`src/rtl/urlenc_pkg.sv`:
```
// ----------------------------------------------------------------------------
// urlenc_pkg
// Types and constants shared by the URL form encoder modules.
// ----------------------------------------------------------------------------
package urlenc_pkg;

  localparam int unsigned ByteW   = 8;
  localparam int unsigned CharW   = 7;
  localparam int unsigned CapW    = 16;
  localparam int unsigned CountW  = 17;
  localparam int unsigned StepW   = 3;

  localparam logic [CapW-1:0]   CapReset  = 16'd256;
  localparam logic [CountW-1:0] CountMax  = 17'h1FFFF;

  localparam logic [CharW-1:0] ChPercent = 7'h25;
  localparam logic [CharW-1:0] ChPlus    = 7'h2B;
  localparam logic [CharW-1:0] ChZero    = 7'h30;

  // How one source byte is expanded by the back end.
  typedef enum logic [1:0] {
    MODE_CHAR    = 2'd0,  // one literal character
    MODE_HEX_LO  = 2'd1,  // %xx, lower-case digits
    MODE_HEX_UP  = 2'd2,  // %XX, upper-case digits
    MODE_HEX_PAD = 2'd3   // %XX%00, lead byte that ends the string
  } mode_e;

  typedef struct packed {
    logic [ByteW-1:0] in_byte;
    logic             end_of_string;
  } in_item_t;

  typedef struct packed {
    logic [CharW-1:0] out_char;
    logic             run_last;
    logic             string_done;
    logic             fits;
  } out_item_t;

  // Classified byte handed from the front end to the back end.
  typedef struct packed {
    logic [ByteW-1:0] data;
    mode_e            mode;
    logic             eos;
    logic             fit;
  } job_t;

endpackage

```
`src/rtl/urlenc_front.sv`:
```
// ----------------------------------------------------------------------------
// urlenc_front
// Accepts source bytes, classifies them and keeps the per-string state.
// ----------------------------------------------------------------------------
module urlenc_front import urlenc_pkg::*; (
  input  logic            clk_i,
  input  logic            rst_ni,
  input  logic            accept_i,
  input  in_item_t        in_item_i,
  input  logic            cfg_we_i,
  input  logic [CapW-1:0] cfg_data_i,
  output job_t            job_o
);

  logic [CapW-1:0]   cap_q;
  logic              trail_q, trail_d;
  logic [CountW-1:0] count_q, count_d;
  logic [CountW:0]   sum;
  logic [CountW-1:0] count_sat;
  logic [StepW-1:0]  n_chars;
  logic [ByteW-1:0]  c;
  logic              eos;

  function automatic logic passes(input logic [ByteW-1:0] b);
    logic r;
    r = ((b >= 8'h30) && (b <= 8'h39)) || ((b >= 8'h61) && (b <= 8'h7A)) ||
        ((b >= 8'h41) && (b <= 8'h5A)) || (b == 8'h5F) || (b == 8'h2D) ||
        (b == 8'h2E) || (b == 8'h2A);
    return r;
  endfunction

  assign c   = in_item_i.in_byte;
  assign eos = in_item_i.end_of_string;

  always_comb begin
    job_o.data = c;
    job_o.eos  = eos;
    job_o.mode = MODE_CHAR;
    trail_d    = 1'b0;
    n_chars    = 3'd3;
    if (trail_q) begin
      job_o.mode = MODE_HEX_UP;
    end else if (passes(c)) begin
      n_chars = 3'd1;
    end else if (c == 8'h20) begin
      job_o.data = {1'b0, ChPlus};
      n_chars    = 3'd1;
    end else if (((c >= 8'h20) && (c < 8'h7F)) || ((c >= 8'hA1) && (c < 8'hE0))) begin
      job_o.mode = MODE_HEX_LO;
    end else if (eos) begin
      job_o.mode = MODE_HEX_PAD;
      n_chars    = 3'd6;
    end else begin
      job_o.mode = MODE_HEX_UP;
      trail_d    = 1'b1;
    end

    // The count saturates, and fits compares the saturated value.
    sum       = {1'b0, count_q} + {{(CountW-StepW+1){1'b0}}, n_chars};
    count_sat = sum[CountW] ? CountMax : sum[CountW-1:0];
    job_o.fit = count_sat < {1'b0, cap_q};
    count_d   = eos ? '0 : count_sat;
  end

  always_ff @(posedge clk_i or negedge rst_ni) begin
    if (!rst_ni) begin
      cap_q   <= CapReset;
      trail_q <= 1'b0;
      count_q <= '0;
    end else begin
      if (cfg_we_i) begin
        cap_q <= cfg_data_i;
      end
      if (accept_i) begin
        trail_q <= trail_d;
        count_q <= count_d;
      end
    end
  end

endmodule

```
`src/rtl/urlenc_fifo.sv`:
```
// ----------------------------------------------------------------------------
// urlenc_fifo
// Short queue of classified bytes between the front and back ends.
// ----------------------------------------------------------------------------
module urlenc_fifo import urlenc_pkg::*; #(
  parameter int unsigned Depth = 4
) (
  input  logic clk_i,
  input  logic rst_ni,
  input  logic push_i,
  input  job_t wdata_i,
  output logic full_o,
  input  logic pop_i,
  output logic empty_o,
  output job_t rdata_o
);

  localparam int unsigned PtrW = (Depth > 1) ? $clog2(Depth) : 1;
  localparam int unsigned CntW = $clog2(Depth + 1);
  localparam logic [PtrW-1:0] PtrLast = PtrW'(Depth - 1);
  localparam logic [CntW-1:0] CntFull = CntW'(Depth);

  job_t            mem_q [Depth];
  logic [PtrW-1:0] wr_ptr_q, rd_ptr_q;
  logic [CntW-1:0] cnt_q;
  logic            do_push, do_pop;

  assign full_o  = (cnt_q == CntFull);
  assign empty_o = (cnt_q == '0);
  assign do_push = push_i && !full_o;
  assign do_pop  = pop_i && !empty_o;
  assign rdata_o = mem_q[rd_ptr_q];

  always_ff @(posedge clk_i) begin
    if (do_push) begin
      mem_q[wr_ptr_q] <= wdata_i;
    end
  end

  always_ff @(posedge clk_i or negedge rst_ni) begin
    if (!rst_ni) begin
      wr_ptr_q <= '0;
      rd_ptr_q <= '0;
      cnt_q    <= '0;
    end else begin
      if (do_push) begin
        wr_ptr_q <= (wr_ptr_q == PtrLast) ? '0 : wr_ptr_q + 1'b1;
      end
      if (do_pop) begin
        rd_ptr_q <= (rd_ptr_q == PtrLast) ? '0 : rd_ptr_q + 1'b1;
      end
      if (do_push && !do_pop) begin
        cnt_q <= cnt_q + 1'b1;
      end else if (do_pop && !do_push) begin
        cnt_q <= cnt_q - 1'b1;
      end
    end
  end

endmodule

```
`src/rtl/urlenc_back.sv`:
```
// ----------------------------------------------------------------------------
// urlenc_back
// Expands classified bytes into encoded characters in a result register,
// one per cycle while that register is free or being popped.
// ----------------------------------------------------------------------------
module urlenc_back import urlenc_pkg::*; (
  input  logic      clk_i,
  input  logic      rst_ni,
  input  logic      job_valid_i,
  input  job_t      job_i,
  output logic      job_pop_o,
  output logic      empty_o,
  input  logic      pop_i,
  output out_item_t out_item_o
);

  logic [StepW-1:0] step_q, step_d;
  logic [StepW-1:0] last_step;
  logic             out_valid_q, out_valid_d;
  out_item_t        out_q, out_d;
  logic             load, is_last, upper;

  function automatic logic [CharW-1:0] hex_digit(input logic [3:0] nib, input logic up);
    logic [CharW-1:0] r;
    if (nib < 4'd10) begin
      r = 7'h30 + {3'b000, nib};
    end else begin
      r = (up ? 7'h37 : 7'h57) + {3'b000, nib};
    end
    return r;
  endfunction

  always_comb begin
    case (job_i.mode)
      MODE_CHAR:    last_step = 3'd0;
      MODE_HEX_LO:  last_step = 3'd2;
      MODE_HEX_UP:  last_step = 3'd2;
      MODE_HEX_PAD: last_step = 3'd5;
      default:      last_step = 3'd0;
    endcase
    upper   = (job_i.mode != MODE_HEX_LO);
    is_last = (step_q == last_step);
    // A new character goes into the result register when it is free or
    // being emptied in this cycle.
    load    = job_valid_i && (!out_valid_q || pop_i);

    out_d.run_last    = is_last;
    out_d.string_done = is_last && job_i.eos;
    out_d.fits        = is_last && job_i.eos && job_i.fit;
    case (step_q)
      3'd0:    out_d.out_char = (job_i.mode == MODE_CHAR) ? job_i.data[CharW-1:0]
                                                          : ChPercent;
      3'd1:    out_d.out_char = hex_digit(job_i.data[7:4], upper);
      3'd2:    out_d.out_char = hex_digit(job_i.data[3:0], upper);
      3'd3:    out_d.out_char = ChPercent;
      default: out_d.out_char = ChZero;
    endcase

    step_d      = step_q;
    out_valid_d = out_valid_q;
    job_pop_o   = 1'b0;
    if (load) begin
      out_valid_d = 1'b1;
      if (is_last) begin
        step_d    = '0;
        job_pop_o = 1'b1;
      end else begin
        step_d = step_q + 1'b1;
      end
    end else if (pop_i) begin
      out_valid_d = 1'b0;
    end
  end

  always_ff @(posedge clk_i or negedge rst_ni) begin
    if (!rst_ni) begin
      step_q      <= '0;
      out_valid_q <= 1'b0;
    end else begin
      step_q      <= step_d;
      out_valid_q <= out_valid_d;
    end
  end

  always_ff @(posedge clk_i) begin
    if (load) begin
      out_q <= out_d;
    end
  end

  assign empty_o    = !out_valid_q;
  assign out_item_o = out_q;

endmodule

```
`src/rtl/url_percent_encoder_sjis.sv`:
```
// ----------------------------------------------------------------------------
// url_percent_encoder_sjis
// URL form encoder for double-byte strings, front end, queue and back end.
//
//   channel   handshake            payload
//   input     push / full          in_item_i  (in_byte, end_of_string)
//   result    empty / pop          out_item_o (out_char, run_last,
//                                              string_done, fits)
//   config    cfg_valid_i / _o     cfg_data_i (out_capacity)
//
// The front end classifies a byte in the cycle it is accepted and queues it.
// The back end emits one character per cycle while results are popped, so a
// byte becomes 1, 3 or 6 characters; that sequencer sets the sustained rate.
// Input is taken every cycle while the queue has room, independent of pop.
// Reset clears the per-string state and sets the capacity to 256.
// ----------------------------------------------------------------------------
module url_percent_encoder_sjis import urlenc_pkg::*; #(
  parameter int unsigned FifoDepth = 4
) (
  input  logic            clk_i,
  input  logic            rst_ni,
  input  logic            push,
  output logic            full,
  input  in_item_t        in_item_i,
  output logic            empty,
  input  logic            pop,
  output out_item_t       out_item_o,
  input  logic            cfg_valid_i,
  output logic            cfg_ready_o,
  input  logic [CapW-1:0] cfg_data_i
);

  job_t job_in, job_out;
  logic accept, job_empty, job_pop;

  assign accept      = push && !full;
  assign cfg_ready_o = 1'b1;

  urlenc_front u_front (
    .clk_i     (clk_i),
    .rst_ni    (rst_ni),
    .accept_i  (accept),
    .in_item_i (in_item_i),
    .cfg_we_i  (cfg_valid_i),
    .cfg_data_i(cfg_data_i),
    .job_o     (job_in)
  );

  urlenc_fifo #(
    .Depth(FifoDepth)
  ) u_fifo (
    .clk_i  (clk_i),
    .rst_ni (rst_ni),
    .push_i (push),
    .wdata_i(job_in),
    .full_o (full),
    .pop_i  (job_pop),
    .empty_o(job_empty),
    .rdata_o(job_out)
  );

  urlenc_back u_back (
    .clk_i      (clk_i),
    .rst_ni     (rst_ni),
    .job_valid_i(!job_empty),
    .job_i      (job_out),
    .job_pop_o  (job_pop),
    .empty_o    (empty),
    .pop_i      (pop),
    .out_item_o (out_item_o)
  );

endmodule
```
`config.mk`:
```
export PLATFORM = sky130hd
export DESIGN_NAME = url_percent_encoder_sjis
export DESIGN_NICKNAME = d
export VERILOG_FILES = /design/src/rtl/urlenc_pkg.sv /design/src/rtl/urlenc_front.sv /design/src/rtl/urlenc_fifo.sv /design/src/rtl/urlenc_back.sv /design/src/rtl/url_percent_encoder_sjis.sv
export SDC_FILE = /design/constraint.sdc
export NUM_CORES = 1
export LEC_CHECK = 0
export BUFFER_PORTS_ARGS = -buffer_cell sky130_fd_sc_hd__buf_4
export CORE_MARGIN = 2
export CORE_UTILIZATION = 53
export DETAILED_ROUTE_END_ITERATION = 10
export GPL_ROUTABILITY_DRIVEN = 0
export PLACE_DENSITY = 0.72
export SYNTH_ARGS = -nofsm -noshare
export SYNTH_HDL_FRONTEND = slang
export SYNTH_HIERARCHICAL = 1
export SYNTH_SLANG_ARGS = --single-unit
```
`constraint.sdc`:
```
create_clock -name clk_i -period 5.9 [get_ports clk_i]
set_input_delay 0.59 -clock clk_i [delete_from_list [all_inputs] [get_ports clk_i]]
set_output_delay 0.59 -clock clk_i [all_outputs]
set_load 0.01 [all_outputs]
```
# After elaboration in Yosys (flattened, before gate mapping)
# Memories as Yosys holds them, arrays and structs flattened.
# Cells that the tools add are included.
# word_totals
ramBits,48
ff_bits,55
elab_cells,119
in_bits,30
mem_count,1
out_inout_bits,13
# mem_list
name,depth,word_bits,read_ports,rd_clocked_by_memory_dff,wr,line_no,source
u_fifo.mem_q,4,12,1,0,1,urlenc_fifo.sv:23,job_t mem_q [Depth];
# op_classes
n_addsub,10
muxes,36
n_reduce_logical,31
eq_ne,16
magnitude_cmp,13
# ops
op,count
2-to-1 mux 17 bit,2
equality test 8 x 6 -> 1 bit (second input constant),4
2-to-1 mux 7 bit,4
case mux 7 bit (4 select lines),1
2-to-1 mux 3 bit,8
adder 17 x 3 -> 18 bit,1
< comparator 17 x 16 -> 1 bit,1
>= comparator 8 x 6 -> 1 bit (second input constant),2
>= comparator 8 x 7 -> 1 bit (second input constant),2
<= comparator 8 x 7 -> 1 bit (second input constant),2
2-to-1 mux 8 bit,2
adder 6 x 4 -> 7 bit (first input constant),2
adder 7 x 4 -> 7 bit,2
logical AND 1 bit,12
2-to-1 mux 1 bit,12
2-to-1 mux 10 bit,1
2-to-1 mux 2 bit,5
case mux 3 bit (3 select lines),1
equality test 2 bit (second input constant),4
equality test 8 x 7 -> 1 bit (second input constant),1
>= comparator 8 bit (second input constant),1
<= comparator 8 x 6 -> 1 bit (second input constant),1
logical OR 1 bit,8
< comparator 4 bit (second input constant),2
16 further kinds,25

# Logic depth before layout (Yosys ltp)
# logic_depth
ltp_word,13
ltp_mapped,18
depth_no_buf,17

# Cells and area by module
# The synthesis kept the hierarchy.
# by_module_without_submodules
module,area_per_inst_um2,seq_area_each_um2,instances,cells_each
urlenc_front,2473.6,852.1,1,294
urlenc_fifo,2175.8,1616.6,1,100
urlenc_back,998.5,400.4,1,106
url_percent_encoder_sjis,28.8,0.0,1,4

# Worst setup path after synthesis
# OpenSTA, ideal clock, no wires.
# synth_path
kind,input to register
start,input port in_item_i[1] (netlist bit)
end,memory u_fifo/mem_q[0][0] (netlist bit) (data pin)
cell_stages,18
required_time_ps,5694
t_arrival_ps,3956
setup_ps,206
setup_slack_ps,1738
n_path_buf,2
path_cell_list,or3_1 a21oi_1 o21ai_0 a31oi_1 nand2b_1 ha_1 a21o_1 a21o_1 nand3_1 buf_2 clkbuf_1 o21ai_0 ha_1 nand3_1 nor2_1 o311ai_0 nand2_1 nor4_2
# synth_rtl
element,line_no,source
start: declaration,url_percent_encoder_sjis.sv:24,"input in_item_t in_item_i,"
end: declaration,urlenc_fifo.sv:23,

==> results.md <==
Setup path:
- Across all register-to-register paths, the minimum setup slack is around 2100 ps.
- The endpoint kind of the worst setup timing path is a flip-flop.
- The endpoint of the worst register-to-register path is u_fifo/cnt_q[1].
- The startpoint type of the worst setup path is an input port.
- The required time reported for the critical path endpoint is approximately 6000 ps.
- The worst-case reg-to-reg path depth is 10.
- Walking the worst path, the cells encountered are buf_4 -> or3_1 -> a21oi_1 -> o21ai_0 -> a31oi_1 -> nand2b_1 -> ha_1 -> a21o_1 -> a21o_1 -> nand3_1 -> o21ai_0 -> ha_1 -> a21oi_1 -> nor2_1 -> o311ai_0 -> nand2_1 -> nor4_2.
- In this run the worst path has a maximum fanout of 22.
- The longest individual stage delay on the worst path is around 530 ps.
- The kind of critical path is in2reg.
- Data arrives at the worst endpoint at around 4600 ps.
- The critical path's slowest cell is sky130_fd_sc_hd__nand3_1.
- The startpoint identified for the worst register-to-register timing path is u_fifo/rd_ptr_q[0].

Finish:
- The layout overhead on the synthesized area is 9.57%.
- After routing the design area is around 6200 um^2.
- Cells fill about three fifths of the core in the end.
- 0 antenna diodes ended up in the layout.
- In the final layout, the share of cells above drive strength 1 is roughly 20%.
- The final layout net count is 598.

Global routing:
- The met1 usage is roughly 29%.
- Entering global routing, the biggest net connects 46 pins.
- The number of global-route vias before repair is ~3800.
- Across every metal layer, demand over resource in global routing totals between 20% and 30%.
- The number of antenna violations at the first check in global routing is 0.
- The leftover overflow at the end of global routing is 0.
- For this run, global-route usage on met2 was measured as 32.0%.
- For this run, global-route usage on met3 was measured as ~2.7%.
- The first global-routing pass estimated 18400 um of wire.
- The peak-usage layer in the global routing report is met2.

STA:
- The worst path uses around 75% of the clock period.
- The total negative setup slack is 0 ps.
- For the finished layout, the period the worst path requires is about 4400 ps.
- The hold violation count in the final report is 0.
- The clock arrives with around 13 ps of skew.
- For this run, the top clock speed supported by timing is 227 MHz.
- Setup repair after global routing left no endpoint under its margin.
- The count of pins over their slew limit is 0.
- Setup violations remaining at the end of the flow were counted as 0.
- The worst pin sits at a relative slew slack of around 45%.
- The slew at the pin closest to its max-slew limit is approximately 830 ps.

Pwr:
- The internal portion of the total power is roughly 1.6 mW.
- Net switching is 37.1% of the power.
- In this run, the combinational gates consume between 40% and 50% of the power.
- The power dissipated by switching net loads is ~930 uW.
- The leakage dissipation is 2.61 nW.
- The power per cell area is between 400 and 500 nW/um^2.
- The proportion of power drawn by flip-flops and latches is a little over two fifths.
- In this run, the clock network consumes between 15 and 20% of the power.
- VDD sags by at most about 0.22 mV.

Routing:
- The number of vias per cell after detailed routing is ~5.7.
- The number of vias after detailed routing is 3841.
- The wire length after detailed routing is ~11000 um.
- After detailed routing, the number of remaining DRC violations is 0.
- In this run, the number of DRC markers left after iteration 0 of detailed routing was 197.
- The routed wirelength normalized by instance count is approximately 16 um.
- The detail route stage leaves a number of antenna-violating nets equal to 0.
- The first detailed-routing pass ran for 4 iterations.

Synth:
- The share of synthesized area in the top cell type comes to a little under a third.
- The part of the Yosys area used for sequential elements is 50.5%.
- The cell type contributing the most total cell area after synthesis is sky130_fd_sc_hd__edfxtp_1.
- The number of distinct library cell variants in the gate-level netlist after synthesis is 74.
- The number of synthesized flops with an enable pin is between 50 and 60.
- The synthesized area divided by synthesized cell count is 11.3 um^2.
- The post-synth net total is 570.
- By count the netlist is led by sky130_fd_sc_hd__edfxtp_1 (58), sky130_fd_sc_hd__nand2_1 (45), sky130_fd_sc_hd__dfrtp_1 (44), sky130_fd_sc_hd__inv_1 (38), sky130_fd_sc_hd__o21ai_0 (36).
- In this run, synthesis produced a sequential element count of about 100.
- The mapped cell area is about 5700 um^2.
- By area the synthesized netlist is led by sky130_fd_sc_hd__edfxtp_1 (31%), sky130_fd_sc_hd__dfrtp_1 (19%), sky130_fd_sc_hd__ha_1 (7.5%).
- The number of instances in the synthesized netlist is 504.
- The yosys synthesis warning count is 6.
- The leading cell type by number of instances after synthesis is sky130_fd_sc_hd__edfxtp_1.
- The post-synthesis async set-or-reset flop share is between 40% and 50%.
- Among all flip-flop cells after synthesis, the most frequent one is sky130_fd_sc_hd__edfxtp_1.

CTS:
- The number of clock buffers added by TritonCTS is 9.
- The number of levels in the clock H-tree is 3.
- Clock-pin slew was measured on the worst setup and hold paths at approximately 100 ps.
- The tree built by TritonCTS fans out to approximately 100 sinks.
- Buffers added to address setup during post-CTS repair amount to 0.
- CTS placed an instance of sky130_fd_sc_hd__clkbuf_8 at the clock tree root.
- At the later pin of the worst-skew pair, clock insertion delay measures ~370 ps.
- The hold buffer count at CTS is 0.
- The maximum buffer depth of the clock tree is 2.
- The number of resized instances in the post-cts repair step is 0.
- TritonCTS built the clock tree.

Flow run:
- The number of violations of the max-capacitance limit is 0.

Floorplanning:
- The die covers ~12000 um^2.
- The number of top-level pins is 43.
- The horizontal die dimension is between 100 and 150 um.
- The initial standard-cell utilization of the core is between 50% and 60%.
- The floorplan step set the die height to about 110 um.
- In this run the standard cell core region covers just over 10000 um^2.
- In this run the core area contains 37 standard-cell rows.

Run status:
- The run finished with clean final reports.

Min path:
- The kind of path behind the tightest hold check is in2async.

Place:
- The number of I/O port buffers is 41.
- Summed over all nets, the half-perimeter wirelength after detailed placement is about 7900 um.
- After detailed placement, the total cell area comes to approximately 6000 um^2.
-- worst max path at each step --
stage / start / endpoint / cells past startpoint
2_1_floorplan: in_item_i[1] / u_fifo/mem_q[0][0] / 18
3_3_place_gp: in_item_i[1] / u_fifo/mem_q[0][0] / 17
3_5_place_dp: in_item_i[1] / u_fifo/mem_q[0][0] / 17
4_1_cts: in_item_i[1] / u_fifo/mem_q[0][0] / 17
5_1_grt: in_item_i[1] / u_fifo/mem_q[0][0] / 17
6_report: in_item_i[1] / u_fifo/mem_q[0][0] / 17
-- sequential cells by signal, indices dropped and copies added (netlist names) --
register            flops
u_fifo/rd_ptr_q         2
u_front/count_q        17
u_back/step_q           3
u_front/trail_q         1
u_back/out_valid_q      1
u_fifo/cnt_q            3
u_fifo/wr_ptr_q         2
u_back/out_item_o      10
u_fifo/mem_q           48
u_front/cap_q          16
-- critical path, delay by kind of cell --
family	cells	cell delay, ps
AO/OA/AOI/OAI	8	1640
AND/OR/NAND/NOR	6	1580
adder cells (fa/ha/maj)	2	630
buffers and inverters	1	130
-- logic make-up after synthesis --
logic type	share of synthesized area, %
xor+xnor	2.01
buf+inv	4.54
other cells	0.0661
mux	6.50
compound gates	12.9
fa+ha+maj	8.20
simple gates	15.2
flops	50.5
-- per-layer routing --
| metal | vias to the layer above | wire length (um) |
|---|---|---|
| li1 | 1877 | - |
| met1 | 1884 | 5190 |
| met2 | 68 | 5080 |
| met3 | 12 | 404 |
| met4 | 0 | 152 |
| met5 | - | 0 |
-- metrics by stage --
step	total power, mW	cells	hold slack (ps)	setup slack (ps)
2_1_floorplan	1.82	504	294	1740
3_3_place_gp	2.06	657	498	1250
3_5_place_dp	2.11	657	506	1150
4_1_cts	2.52	673	226	1530
5_1_grt	2.68	673	261	1090
6_report	2.50	673	211	1490
-- power by group through the flow --
stage	Clock [mW]	Combinational, mW	Sequential (mW)
after global routing	0.444	1.13	1.11
after CTS	0.422	1.02	1.08
after detailed placement	0	1.01	1.10
after floorplan	0	0.771	1.05
after global placement	0	0.972	1.09
final	0.409	1.01	1.08
-- cell usage in the layout, fill, tap and decap left out, drive strengths merged, types with 8 or more instances in the layout --
cell,count
buf,41
dfrtp,44
nor3,12
xnor2,10
clkbuf,10
inv,42
nand2,45
nor2,26
o21ai,42
nand3,8
and2,9
a21oi,37
mux4,12
nor2b,9
ha,34
edfxtp,58
-- area by class of cell --
| cell class | instances | area, um^2 |
|---|---|---|
| clock buffer | 10 | 138 |
| multi-input combinational | 339 | 2550 |
| tap | 136 | 170 |
| clock inverter | 6 | 42.5 |
| sequential | 103 | 2870 |
| inverter | 38 | 143 |
| fill | 850 | 4150 |
| timing repair buffer | 41 | 308 |
Note: power is estimated with default switching activity, not from simulation.
